`src/sv/adpu_pkg.sv`:
```
`default_nettype none
package adpu_pkg;
    localparam int unsigned XLEN = 64;
    localparam int unsigned NREGS = 31;
    localparam int unsigned QDEPTH = 2;
    localparam logic [2:0] OPI_ADDSUB = 3'b010;
    localparam logic [2:0] OPI_MOVW = 3'b101;
    localparam logic [3:0] OPR_MUL = 4'b1000;
    localparam logic [15:0] MOV_MASK = 16'hFFFF;
    localparam logic [4:0] ZERO_REG = 5'b11111;

    typedef enum logic [2:0] {
        K_ERR,
        K_ADDI,
        K_MOVW,
        K_MUL,
        K_ADDR,
        K_LOG
    } t_kind;

    typedef struct packed {
        t_kind kind;
        logic [31:0] ins;
    } t_dec;

    typedef struct packed {
        logic status;
        logic wrote;
        logic [4:0] dest_index;
        logic [63:0] dest_value;
        logic [3:0] flags;
    } t_res;
endpackage
`default_nettype wire

```
`src/sv/adpu_fifo.sv`:
```
`default_nettype none
module adpu_fifo #(
    parameter int unsigned DEPTH = adpu_pkg::QDEPTH
) (
    input  wire logic          i_clk,
    input  wire logic          i_rst_n,
    input  wire logic          i_push,
    input  adpu_pkg::t_dec     i_data,
    output logic               o_full,
    input  wire logic          i_pop,
    output logic               o_empty,
    output adpu_pkg::t_dec     o_data
);
    import adpu_pkg::*;
    localparam int unsigned AW = (DEPTH > 1) ? $clog2(DEPTH) : 1;
    t_dec r_mem [DEPTH];
    logic [AW-1:0] r_wp, r_rp;
    logic [AW:0] r_cnt;
    assign o_full = (r_cnt == (AW+1)'(DEPTH));
    assign o_empty = (r_cnt == '0);
    assign o_data = r_mem[r_rp];
    always_ff @(posedge i_clk) begin
        if (i_push) r_mem[r_wp] <= i_data;
        if (!i_rst_n) begin
            r_wp <= '0;
            r_rp <= '0;
            r_cnt <= '0;
        end else begin
            if (i_push) r_wp <= (r_wp == AW'(DEPTH-1)) ? '0 : r_wp + 1'b1;
            if (i_pop) r_rp <= (r_rp == AW'(DEPTH-1)) ? '0 : r_rp + 1'b1;
            r_cnt <= r_cnt + (AW+1)'(i_push) - (AW+1)'(i_pop);
        end
    end
endmodule
`default_nettype wire

```
`config.mk`:
```
export PLATFORM = sky130hd
export DESIGN_NAME = adpu_fifo
export DESIGN_NICKNAME = d
export VERILOG_FILES = /design/src/sv/adpu_pkg.sv /design/src/sv/adpu_fifo.sv
export SDC_FILE = /design/constraint.sdc
export NUM_CORES = 1
export LEC_CHECK = 0
export BUFFER_PORTS_ARGS = -buffer_cell sky130_fd_sc_hd__buf_4
export CORE_MARGIN = 8
export CORE_UTILIZATION = 35
export DETAILED_ROUTE_END_ITERATION = 10
export GPL_ROUTABILITY_DRIVEN = 0
export MAX_ROUTING_LAYER = met4
export PLACE_DENSITY_LB_ADDON = 0.1
export SLEW_MARGIN = 0
export SYNTH_ARGS = -nofsm -noshare
export SYNTH_HDL_FRONTEND = slang
export SYNTH_SLANG_ARGS = --single-unit
```
`constraint.sdc`:
```
create_clock -name i_clk -period 2.58 [get_ports i_clk]
set_input_delay 0.516 -clock i_clk [delete_from_list [all_inputs] [get_ports i_clk]]
set_output_delay 0.516 -clock i_clk [all_outputs]
set_load 0.02 [all_outputs]
```
After elaboration in Yosys (flattened, before gate mapping)
Memory sizes are Yosys's and may differ from the RTL's. A register that Yosys moved wholly into a read port is not among the register bits.
Index checks and enable logic that the tools add are counted.
Storage, ports and cells
  RAM bits: 70
  memories kept: 1
  logic and storage cells: 16
  register bits after elaboration: 4
  latch bits: 0
  bits in read-only memories: 0
  input bits: 39
Operators by class
  reductions and logical operators: 1
  magnitude comparators: 0
  add/sub/neg operators: 4
  bitwise operators: 0
  multiply operators: 0
  divide/modulo/power cells: 0
  shifts and indexed selects: 0
  equal/unequal tests: 1
  mux-type cells: 6
Memory list
  r_mem: depth 2, bits a word 35, rd ports 1, clocked after Yosys merged registers in 1, write ports 1, line adpu_fifo.sv:16  | t_dec r_mem [DEPTH];
Operator list (count)
  2-to-1 mux 1 bit: 6
  adder 1 bit, second input constant: 2
  adder 2 x 1 -> 2 bit: 1
  equality test 2 bit, second input constant: 1
  logical NOT 2 bit: 1
  subtractor 2 x 1 -> 2 bit: 1

Longest topological paths before layout
  word-level depth: 4
  depth in mapped cells: 6
  depth with buffers taken out: 6

Least setup slack after synthesis
OpenSTA, ideal clock, no wires.
  path type: input to register
  start point: input i_push
  end point: memory r_mem[0][0] (netlist name) (enable)
  data required time: 2.147 ns
  arrival: 2.123 ns
  setup time: 0.433 ns
  slack: 0.025 ns
  stages: 1
  cells stage by stage: nor2b_1
Between the ends
  longest elaborated chain between the ends: 2
Ends and longest elaborated chain
  start, declared: line adpu_fifo.sv:7  | input wire logic i_push,
  2-to-1 mux 1 bit: line adpu_fifo.sv:23  | if (i_push) r_mem[r_wp] <= i_data;
  2-to-1 mux 1 bit (not written as such): line adpu_fifo.sv:23
  end, declared: line adpu_fifo.sv:16
No other way between the ends.

==> results by stage <==
Status:
- The flow ran to the end, and the final reports show no timing, DRC or antenna violations.

Routing:
- The post-route DRC violation count is 0.
- The count of nets left with antenna violations once routing finished came out at 0.
- The routed design has 5314 um of wire.
- For this block, the initial DRC count from the detailed router was 31.
- The number of detailed-routing iterations run before antenna repair is 3.
- The overall via count from detail_route is 1,415.
- The via density per instance is 4.340.
- The average wire per standard cell is 16.30 um.

Floorplan:
- The vertical extent of the die is 107.1 um.
- Row generation in the floorplan step produced 33 rows.
- The top-level port count is 76.
- The floorplan step defined a core boundary enclosing 8134 sq um.
- The die covers 11,470 sq um.
- In this run the horizontal extent of the chip is 107.1 um.
- For this configuration, the core starts out at a cell density of 0.3572.

Placement:
- The sum of net half-perimeters after detailed placement is 3821 um.
- The count of buffers added on input and output ports is 75.
- The placement-stage cell area is 3581 sq um.

STA:
- The worst clock skew on the final layout is 0.006820 ns.
- For the final routed database, the setup TNS stands at 0 ns.
- Setup repair after global routing left no endpoint under its margin.
- The post-route worst hold slack is 0.3645 ns.
- The number of setup violations in the final report is 0.
- In this run the tightest slew margin relative to its limit is 0.6799.
- The number of endpoints with negative hold slack in the final report is 0.
- The number of slew-limit violations in the final report is 0.
- The smallest clock period supported by the final layout is computed as 2.089 ns.
- Static timing analysis puts the maximum clock frequency at 0.4787 GHz.
- Dividing the final minimum period by the clock period gives 0.8098.
- The slew at the pin with the worst max-slew slack is 0.4791 ns.

Clocking:
- The clock network latency to the later pin of the worst-skew pair is 0.33 ns.
- The clock-pin slew on the worst setup and hold paths is 0.08 ns.
- The count of hold buffers inserted by post-cts repair is 0.
- Gates resized during post-CTS repair numbered 0.
- Clock tree synthesis found a total of 75 sinks.
- The count of H-tree levels built during CTS is 3.
- The clock tree from TritonCTS is done.
- The tree is rooted in a clkbuf_8.
- In this run the post-CTS setup repair buffer count came out at 0.
- The TritonCTS buffer count is 9.
- In this run the deepest clock path goes through 2 buffers.

Power:
- In this run the power density over the cells is 766.6 nW/um^2.
- The static leakage power is 1.520 nW.
- Across the VDD grid, the largest voltage drop is 0.3458 mV.
- Summing internal, switching and leakage power gives 0.002929 W.

Critical path:
- The cell depth of the worst flop-to-flop path is 2.
- The endpoint of the lowest-slack register-to-register path is r_mem[1][34]$_DFFE_PP_.
- The critical path endpoint category is a primary output.
- For flop-to-flop paths, the worst setup slack is 1.25 ns.
- The data required time at the worst endpoint is 2.06 ns.
- The critical register-to-register path startpoint is r_wp$_SDFFE_PN0P_.
- The maximum net fanout on the critical path is 22.
- STA puts the critical path data arrival time at 1.57 ns.
- The worst setup path is launched from a flop.
- The worst setup path is of the reg -> out kind.

Worst hold path:
- For hold timing, the worst endpoint is r_mem[1][14]$_DFFE_PP_.
- The path type of the worst min-delay path is in -> reg.
- The start point of the worst hold path is i_data[14].
- Counting instances, the worst hold path has a depth of 1.

Logic synthesis:
- The synthesized net count is 171.
- The cell area after synthesis is 2905 sq um.
- During synthesis, Yosys emitted a total of 0 warnings.
- The portion of the post-synthesis area used by sequential elements is 0.7580.
- The synthesized netlist cell count is 130.
- The mean post-synth cell area is 22.35 sq um.
- The netlist uses 14 different library cells.
- The synthesized design contains 75 register bits.

Layout:
- In the layout the commonest cells are buf_4 (78), edfxtp_1 (70), mux2_4 (30), clkbuf_8 (9), mux2_2 (5).
- The proportion of layout cells with a drive suffix above 1 is 0.5973.
- The number of diodes is 0.
- The number of fill cells is 706.
- Summing all non-filler instances in the final layout gives an area of 3821 sq um.
- The number of nets at the end of the flow is 257.
- Relative to the synthesized area, the layout overhead comes to 31.52%.
- Leaving out fill and tap cells, the most frequent cell in the layout is buf_4.

GRT:
- For this run the aggregate overflow at the end of global routing stands at 0.
- The number of global-route vias before repair is 1,635.
- In the global route stage, overall resource usage came out at 0.09901.
- Entering global routing, the biggest net connects 36 pins.
- The initial antenna violation count came to 0.
- The first global-routing pass estimated 8259 um of wire.

Flow run:
- Across the run, the number of max-cap violations was 0.
[worst max-delay path by stage]
stage | start | to | slack, ns | cells past startpoint
floorplan | i_push | r_mem[0][0]$_DFFE_PP_ | 0.02 | 1
global placement | flop | o_data[23] | 0.86 | 3
detailed placement | flop | o_data[23] | 0.83 | 3
CTS | flop | o_data[23] | 0.46 | 3
global route | flop | o_data[23] | 0.40 | 3
finish | flop | o_data[23] | 0.49 | 3
[state kept, by name, summed over array words and instances, names as in the netlist, named ones only]
register,count
r_mem,70
r_cnt,2
r_rp,1
r_wp,1
[power by group]
group / internal [W] / switching [W] / leakage, nW / total [W]
logic: 0.000236 / 0.000212 / 0.700 / 0.000447
registers: 0.00140 / 0.0000227 / 0.699 / 0.00143
clock network: 0.000646 / 0.000409 / 0.121 / 0.00105
[layer usage]
metal	track usage	vias up	part of all wire
met5	-	-	0
met4	0.04824	0	0.011
met3	0.04199	5	0.070
met2	0.1646	48	0.53
met1	0.09787	693	0.39
li1	-	669	-
[through the flow]
step,setup slack [ns],std cells,utilization
2_1_floorplan,0.02475,130,-
3_3_place_gp,0.8611,310,0.4402
3_5_place_dp,0.8293,310,0.4402
4_1_cts,0.4571,326,0.4698
5_1_grt,0.4037,326,0.4698
6_report,0.4908,326,0.4698
[cell families after synthesis]
group,share of synthesized area
flops,0.7580
simple gates,0.01851
xor+xnor,0.01077
fa+ha+maj,0.008612
mux,0.1744
buf+inv,0.02713
compound gates,0.002585
[worst max-delay path, stage by stage, from the launching register on]
cell     delay, ns
dfxtp_2       0.33
buf_4         0.35
mux2_2        0.40
buf_4         0.16
[synthesized netlist by cell type]
cell | count | area share
edfxtp_1 | 70 | 0.72
mux2_4 | 30 | 0.16
dfxtp_1 | 5 | 0.034
mux2_2 | 5 | 0.019
and2_1 | 4 | 0.0086
nor2b_1 | 4 | 0.0086
buf_12 | 3 | 0.021
ha_1 | 2 | 0.0086
inv_1 | 2 | 0.0026
buf_6 | 1 | 0.0039
nor2_1 | 1 | 0.0013
o21a_1 | 1 | 0.0026
xnor3_1 | 1 | 0.0078
xor2_1 | 1 | 0.0030
[final cells by class]
type,count,area (sq um),area share
Sequential cell,75,2203,0.5766
Multi-Input combinational cell,49,633.1,0.1657
Timing Repair Buffer,79,605.6,0.1585
Tap cell,105,131.4,0.03438
Clock buffer,10,127.6,0.03340
Clock inverter,6,112.6,0.02947
Inverter,2,7.507,0.001965
No activity file was read; power rests on OpenSTA's default activity.
