**config.mk**
```make
export PLATFORM = sky130hd
export DESIGN_NAME = adpu_front
export DESIGN_NICKNAME = d
export VERILOG_FILES = /design/src/sv/adpu_pkg.sv /design/src/sv/adpu_front.sv
export SDC_FILE = /design/constraint.sdc
export NUM_CORES = 1
export LEC_CHECK = 0
export ABC_AREA = 1
export BUFFER_PORTS_ARGS = -buffer_cell sky130_fd_sc_hd__buf_2
export CORE_AREA = 3 3 40 42
export DETAILED_ROUTE_END_ITERATION = 10
export DIE_AREA = 0 0 43 45
export GPL_TIMING_DRIVEN = 0
export PLACE_DENSITY = 0.82
export SLEW_MARGIN = 20
export SYNTH_ARGS = -nofsm -noshare
export SYNTH_HDL_FRONTEND = slang
export SYNTH_SLANG_ARGS = --single-unit
```
**constraint.sdc**
```tcl
create_clock -name vclk -period 1.46
set_clock_uncertainty 0.05 [all_clocks]
set_input_delay 0.438 -clock vclk [all_inputs]
set_output_delay 0.438 -clock vclk [all_outputs]
set_load 0.02 [all_outputs]
```
**src/sv/adpu_pkg.sv**
```systemverilog
`default_nettype none
package adpu_pkg;
    localparam int unsigned XLEN = 64;
    localparam int unsigned NREGS = 31;
    localparam int unsigned QDEPTH = 2;
    localparam logic [2:0] OPI_ADDSUB = 3'b010;
    localparam logic [2:0] OPI_MOVW = 3'b101;
    localparam logic [3:0] OPR_MUL = 4'b1000;
    localparam logic [15:0] MOV_MASK = 16'hFFFF;
    localparam logic [4:0] ZERO_REG = 5'b11111;

    typedef enum logic [2:0] {
        K_ERR,
        K_ADDI,
        K_MOVW,
        K_MUL,
        K_ADDR,
        K_LOG
    } t_kind;

    typedef struct packed {
        t_kind kind;
        logic [31:0] ins;
    } t_dec;

    typedef struct packed {
        logic status;
        logic wrote;
        logic [4:0] dest_index;
        logic [63:0] dest_value;
        logic [3:0] flags;
    } t_res;
endpackage
`default_nettype wire

```
**src/sv/adpu_front.sv**
```systemverilog
`default_nettype none
module adpu_front (
    input  wire logic              i_cmd,
    input  wire logic [31:0]       i_ins,
    output adpu_pkg::t_dec         o_dec
);
    import adpu_pkg::*;
    logic sf;
    logic [1:0] opc;
    logic [5:0] amt;
    assign sf = i_ins[31];
    assign opc = i_ins[30:29];
    assign amt = i_ins[15:10];
    always_comb begin
        o_dec.ins = i_ins;
        o_dec.kind = K_ERR;
        if (!i_cmd) begin
            if (i_ins[25:23] == OPI_ADDSUB) begin
                o_dec.kind = K_ADDI;
            end else if (i_ins[25:23] == OPI_MOVW) begin
                if (opc != 2'b01 && (sf || !i_ins[22])) o_dec.kind = K_MOVW;
            end
        end else begin
            if (i_ins[28] && i_ins[24:21] == OPR_MUL) begin
                o_dec.kind = K_MUL;
            end else if (!i_ins[28] && i_ins[24] && !i_ins[21]) begin
                if (i_ins[23:22] != 2'b11 && (sf || !amt[5])) o_dec.kind = K_ADDR;
            end else if (!i_ins[28] && !i_ins[24]) begin
                if (sf || !amt[5]) o_dec.kind = K_LOG;
            end
        end
    end
endmodule
`default_nettype wire

```
# Word-level counts from Yosys, hierarchy flattened
# Cells that the tools add are included.
# classes
muxes	9
n_eq_ne	5
reduce_logical	13
# op_table
cell	n
2-to-1 mux 3 bit	6
logical AND 1 bit	6
2-to-1 mux 2 bit	3
zero test 1 bit	5
== test 4 bit (second input constant)	1
== test 3 x 2 -> 1 bit (second input constant)	1
== test 3 bit (second input constant)	1
logical OR 1 bit	2
inequality test 2 x 1 -> 1 bit (second input constant)	1
inequality test 2 bit (second input constant)	1
# word_totals
regBits	0
out_inout_bits	35
input_bits	33
word_cells	27

# Logic depth before layout (Yosys ltp)
# Gate-level depths: netlist of the first run.
# logic_depth
depth_word	7
mapped_depth	4
mapped_depth_nobuf	4

# Worst setup path before layout of the first run
# No wires, ideal clock.
# synth_timing
path_kind	input -> output
start	input port i_ins[31]
end	output port o_dec[33] in the netlist's numbering
path_slack_ns	0.059
t_arrival_ns	0.913
path_buffers	0
required_ns	0.972
path_stages	4
cell_sequence	inv_1 nand2_1 o21ai_0 o21ai_1
# synth_rtl
element	line	rtl
from (decl)	adpu_front.sv:4	input wire logic [31:0] i_ins,
to (decl)	adpu_front.sv:5	output adpu_pkg::t_dec o_dec

==> results.json, run 1 <==
{
  "grt_start_max_net_pins": 5,
  "timing.final.crit_share": 1.04,
  "final_net_count": 136,
  "final_critical_path_setup_slack_ns": -0.0654,
  "crit_path_start_kind": "input port",
  "diodes": 0,
  "cts_hold_buffers": 0,
  "end_kind": "output port",
  "coreArea_sq_um": 1280,
  "overall_track_demand_over_capacity_in_global_routing": 0.0920,
  "gp_congestion": 0.744,
  "num-clock-buffers": 0,
  "postSynthNetCount": 86,
  "wl_per_cell_um": 9.44,
  "antenna_found_initial": 0,
  "worst-setup-path-type": "in2out",
  "worst_hold_startpoint": "i_ins[3]",
  "slew_headroom": 0.899,
  "chipHeight_um": 45,
  "die-width_um": 43,
  "global_route_overflow": 0,
  "route.detailed.vias_per_inst": 3.95,
  "grt_first_pass_wirelength_um": 1480,
  "drtAntennaViolNets": 0,
  "critPathRequiredTime_ns": 0.97,
  "setup_viol": 2,
  "detailedPlace.worstSlack_ns": -0.0967,
  "drt-pass1-iter-count": 3,
  "maximum_capacitance_violations": 0,
  "ir_drop_v": 0.000139,
  "io_buffers": 46,
  "grt_pass1_vias": 385,
  "worst_slew_pin_slew_ns": 0.150,
  "worstPathMaxFanout": 4,
  "drc": 0,
  "fill_cells": 139,
  "netlist_area_sq_um": 339,
  "finish.cell_count_without_fillers": 116,
  "violations": "setup timing",
  "critPathArrivalTime_ns": 1.04,
  "regArea_sq_um": 0,
  "initial_core_utilization": 0.264,
  "area_growth_pct": 97.4,
  "outcome": "finished with violations",
  "grt_setup_unrepaired": "yes",
  "place.detailed.instances": 114,
  "floorplan.die_area_sq_um": 1940,
  "num_io_pins": 68,
  "synth_cell_types": 12,
  "ys.warnings.count": 0,
  "detailroute.via_count": 458,
  "std_cell_rows": 13,
  "detailed_place_hpwl_um": 925,
  "post-route-min-period_ns": 1.53,
  "leakage_nw": 0.422,
  "final_core_util": 0.521,
  "wirelength_um": 1100,
  "final-max-slew-violation-count": 0,
  "max_clock_freq_ghz": 0.656,
  "n_sequential_cell": 0,
  "power.density_cell_area_nw_per_um2": 357,
  "dr.first_iter.drc_count": 3,
  "ys_seq_area_frac": 0,
  "hold_path_class": "in2out",
  "syn_avg_cell_area_sq_um": 6.40,
  "drive_above_1_share": 0.851,
  "timing.final.hold_violations": 0,
  "worstHoldPathCells": 2,
  "worstHoldEndpoint": "o_dec[3]",
  "number_of_standard_cells_after_synthesis": 53
}
-- power by group --
part	internal, mW	switching [mW]	total, mW
registers	0	0	0
logic	0.122	0.117	0.239
clock network	0	0	0
total	0.122	0.117	0.239
-- cells in the mapped netlist --
cell / number / share of area
sky130_fd_sc_hd__nand3b_1: 1 / 0.022
sky130_fd_sc_hd__inv_1: 5 / 0.055
sky130_fd_sc_hd__o21ai_1: 1 / 0.015
sky130_fd_sc_hd__nand2_1: 3 / 0.033
sky130_fd_sc_hd__buf_4: 32 / 0.71
sky130_fd_sc_hd__nor2_2: 1 / 0.018
sky130_fd_sc_hd__a21oi_1: 1 / 0.015
sky130_fd_sc_hd__inv_2: 1 / 0.011
sky130_fd_sc_hd__nand3_1: 2 / 0.030
sky130_fd_sc_hd__nor2_1: 2 / 0.022
sky130_fd_sc_hd__nand4_1: 3 / 0.055
sky130_fd_sc_hd__o21ai_0: 1 / 0.015
-- placed cells by master (no fill, tap or decap), drive strengths merged --
| cell type | Yosys | layout |
|---|---|---|
| nand3b | 1 | 1 |
| nand2 | 3 | 3 |
| buf | 32 | 80 |
| nand3 | 2 | 2 |
| nand4 | 3 | 3 |
| nor2 | 3 | 3 |
| o21ai | 2 | 2 |
| a21oi | 1 | 1 |
| inv | 6 | 6 |
-- worst max-delay path by stage --
stage                     startpoint   endpoint  slack, ns  cells past startpoint
final                      i_ins[24]  o_dec[32]      -0.07                      7
after global routing       i_ins[23]  o_dec[33]      -0.11                      5
after CTS                  i_ins[24]  o_dec[33]      -0.04                      6
after detailed placement   i_ins[23]  o_dec[33]       -0.1                      5
after global placement     i_ins[23]  o_dec[33]      -0.06                      5
after floorplan            i_ins[31]  o_dec[33]       0.06                      4
-- routing by layer --
metal / GRT usage / vias up / wire length [um] / part of all wire
li1: - / 231 / - / -
met1: 0.0952 / 199 / 286 / 0.26
met2: 0.201 / 28 / 685 / 0.63
met5: 0 / - / 0 / 0
met4: 0 / 0 / 0 / 0
met3: 0.0159 / 0 / 122 / 0.11
-- cell type report --
type | count | area [sq um] | area share
well taps | 15 | 18.8 | 0.0280
multi-input cells | 15 | 87.6 | 0.131
plain buffers | 32 | 240 | 0.359
inverters | 6 | 30.0 | 0.0449
repair buffers | 48 | 293 | 0.437
-- critical path, stage by stage --
cell and delay (ns):
sky130_fd_sc_hd__buf_8 0.11, sky130_fd_sc_hd__inv_8 0.05, sky130_fd_sc_hd__nor2_4 0.03, sky130_fd_sc_hd__buf_4 0.12, sky130_fd_sc_hd__nand3b_1 0.07, sky130_fd_sc_hd__nand3_1 0.08
sky130_fd_sc_hd__buf_6 0.14
-- what timing repair did --
item,4_1_cts,5_1_grt
resized for setup,11,9
pin swaps,2,5
endpoints found under the setup margin,3,3
gates cloned,0,0
buffers inserted,1,1
-- logic make-up after synthesis --
logic type | after synthesis | synth area share
AO/OA/AOI/OAI | 3 | 0.0442
AND/OR/NAND/NOR | 12 | 0.181
buffers and inverters | 38 | 0.775
-- stage by stage --
step | hold slack, ns | setup TNS [ns] | power (mW) | area, sq um
6_report | 1.04 | -0.100 | 0.239 | 669
3_5_place_dp | 1.04 | -0.183 | 0.215 | 588
5_1_grt | 1.05 | -0.223 | 0.256 | 669
4_1_cts | 1.04 | -0.0626 | 0.229 | 634
2_1_floorplan | 0.939 | 0 | 0.148 | 339
3_3_place_gp | 1.04 | -0.116 | 0.213 | 588
(Power assumes the default switching activity.)
==> inputs of run 2 (changes only) <==
PLACE_DENSITY = 0.78   (was 0.82)
==> run 2 against run 1 <==
  * The run still ends with setup timing left
  * Final cell count down 0.86%
  * Flip-flop and latch count is the same
  * Sequential share of layout area unchanged
  * Total power increased by 0.80%
==> results.json, run 2 (synthesized netlist as in run 1, its figures left out) <==
{
  "final_core_util": 0.525,
  "post-route-min-period_ns": 1.51,
  "num-clock-buffers": 0,
  "hold_path_class": "in2out",
  "critPathTopFamily": "buffers and inverters",
  "route.detailed.vias_per_inst": 3.86,
  "slew_headroom": 0.892,
  "grt_setup_unrepaired": "yes",
  "max_clock_freq_ghz": 0.663,
  "leakage_nw": 0.417,
  "diodes": 0,
  "power.density_cell_area_nw_per_um2": 358,
  "coreArea_sq_um": 1280,
  "drt-pass1-iter-count": 2,
  "wl_per_cell_um": 9.86,
  "setup_viol": 2,
  "timing.final.crit_share": 1.03,
  "maximum_capacitance_violations": 0,
  "wirelength_um": 1130,
  "final_net_count": 135,
  "layout_common_cells": "38 x sky130_fd_sc_hd__buf_2, 35 x sky130_fd_sc_hd__buf_4, 4 x sky130_fd_sc_hd__buf_6",
  "chipHeight_um": 45,
  "final-max-slew-violation-count": 0,
  "grt_pass1_vias": 395,
  "worst-path-stages": 5,
  "crit_path_start_kind": "input port",
  "ir_drop_v": 0.000150,
  "overall_track_demand_over_capacity_in_global_routing": 0.103,
  "finish.cell_count_without_fillers": 115,
  "critPathRequiredTime_ns": 0.97,
  "worstPathMaxFanout": 3,
  "violations": "setup timing",
  "place.detailed.instances": 114,
  "antenna_found_initial": 0,
  "grt_first_pass_wirelength_um": 1660,
  "drc": 0,
  "initial_core_utilization": 0.264,
  "floorplan.die_area_sq_um": 1940,
  "dr.first_iter.drc_count": 1,
  "drive_above_1_share": 0.880,
  "area_growth_pct": 98.9,
  "setup_total_negative_slack_ns": -0.0868,
  "worst_slew_pin_slew_ns": 0.160,
  "outcome": "finished with violations",
  "timing.final.hold_violations": 0,
  "gp_congestion": 0.696,
  "end_kind": "output port",
  "mostFrequentLayoutCell": "sky130_fd_sc_hd__buf_2",
  "delay_of_the_slowest_cell_on_the_worst_path_ns": 0.15,
  "cp.buffers_inverters": 2,
  "crit_top_cell": "sky130_fd_sc_hd__buf_4",
  "regArea_sq_um": 0,
  "io_buffers": 46,
  "critPathArrivalTime_ns": 1.02,
  "worstHoldPathCells": 2,
  "grt_start_max_net_pins": 5,
  "global_route_overflow": 0,
  "final_critical_path_setup_slack_ns": -0.0476,
  "die-width_um": 43,
  "num_io_pins": 68,
  "detailroute.via_count": 444,
  "fill_cells": 141,
  "n_sequential_cell": 0,
  "critical_path.slowest_cell": "sky130_fd_sc_hd__buf_4",
  "cp_cell_sequence": "buf_4 -> nor2_4 -> nand4_1 -> o21ai_1 -> buf_4",
  "std_cell_rows": 13,
  "drtAntennaViolNets": 0,
  "worst-setup-path-type": "in2out"
}
## run 2: through the flow
step | hold slack (ns) | setup WS (ns) | power, mW | cell area [sq um]
2_1_floorplan | 0.939 | 0.0591 | 0.148 | 339
3_3_place_gp | 1.04 | -0.0696 | 0.213 | 588
3_5_place_dp | 1.05 | -0.0979 | 0.216 | 588
4_1_cts | 1.05 | -0.0496 | 0.231 | 637
5_1_grt | 1.05 | -0.105 | 0.259 | 674
6_report | 1.04 | -0.0476 | 0.241 | 674
## run 2: layout make-up
type | instances | area [sq um] | share of cell area
buffer | 32 | 240 | 0.356
timing repair buffer | 47 | 288 | 0.427
inverter | 6 | 27.5 | 0.0408
multi-input combinational | 15 | 100 | 0.148
tap | 15 | 18.8 | 0.0278
## run 2: worst paths after layout
| check | startpoint | end |
|---|---|---|
| setup / recovery | i_ins[21] | o_dec[33] |
| hold / removal | i_ins[8] | o_dec[8] |
## run 2: layer usage
layer  up-vias  routed length [um]  global-route usage
met4         0                   0                   0
li1        229                   -                   -
met2        27                 726               0.234
met5         -                   0                   0
met1       188                 273               0.102
met3         0                 134              0.0120
## run 2: repair_timing
| action | in CTS | in global routing |
|---|---|---|
| hold buffers | 0 | 0 |
| endpoints found under the setup margin | 3 | 3 |
| pin swaps | 4 | 8 |
| gates resized for setup | 12 | 13 |
| setup buffers | 1 | 0 |
## run 2: where the power goes
group          total (mW)  switching, mW  internal, mW
logic               0.241          0.119         0.122
clock network           0              0             0
registers               0              0             0
total               0.241          0.119         0.122
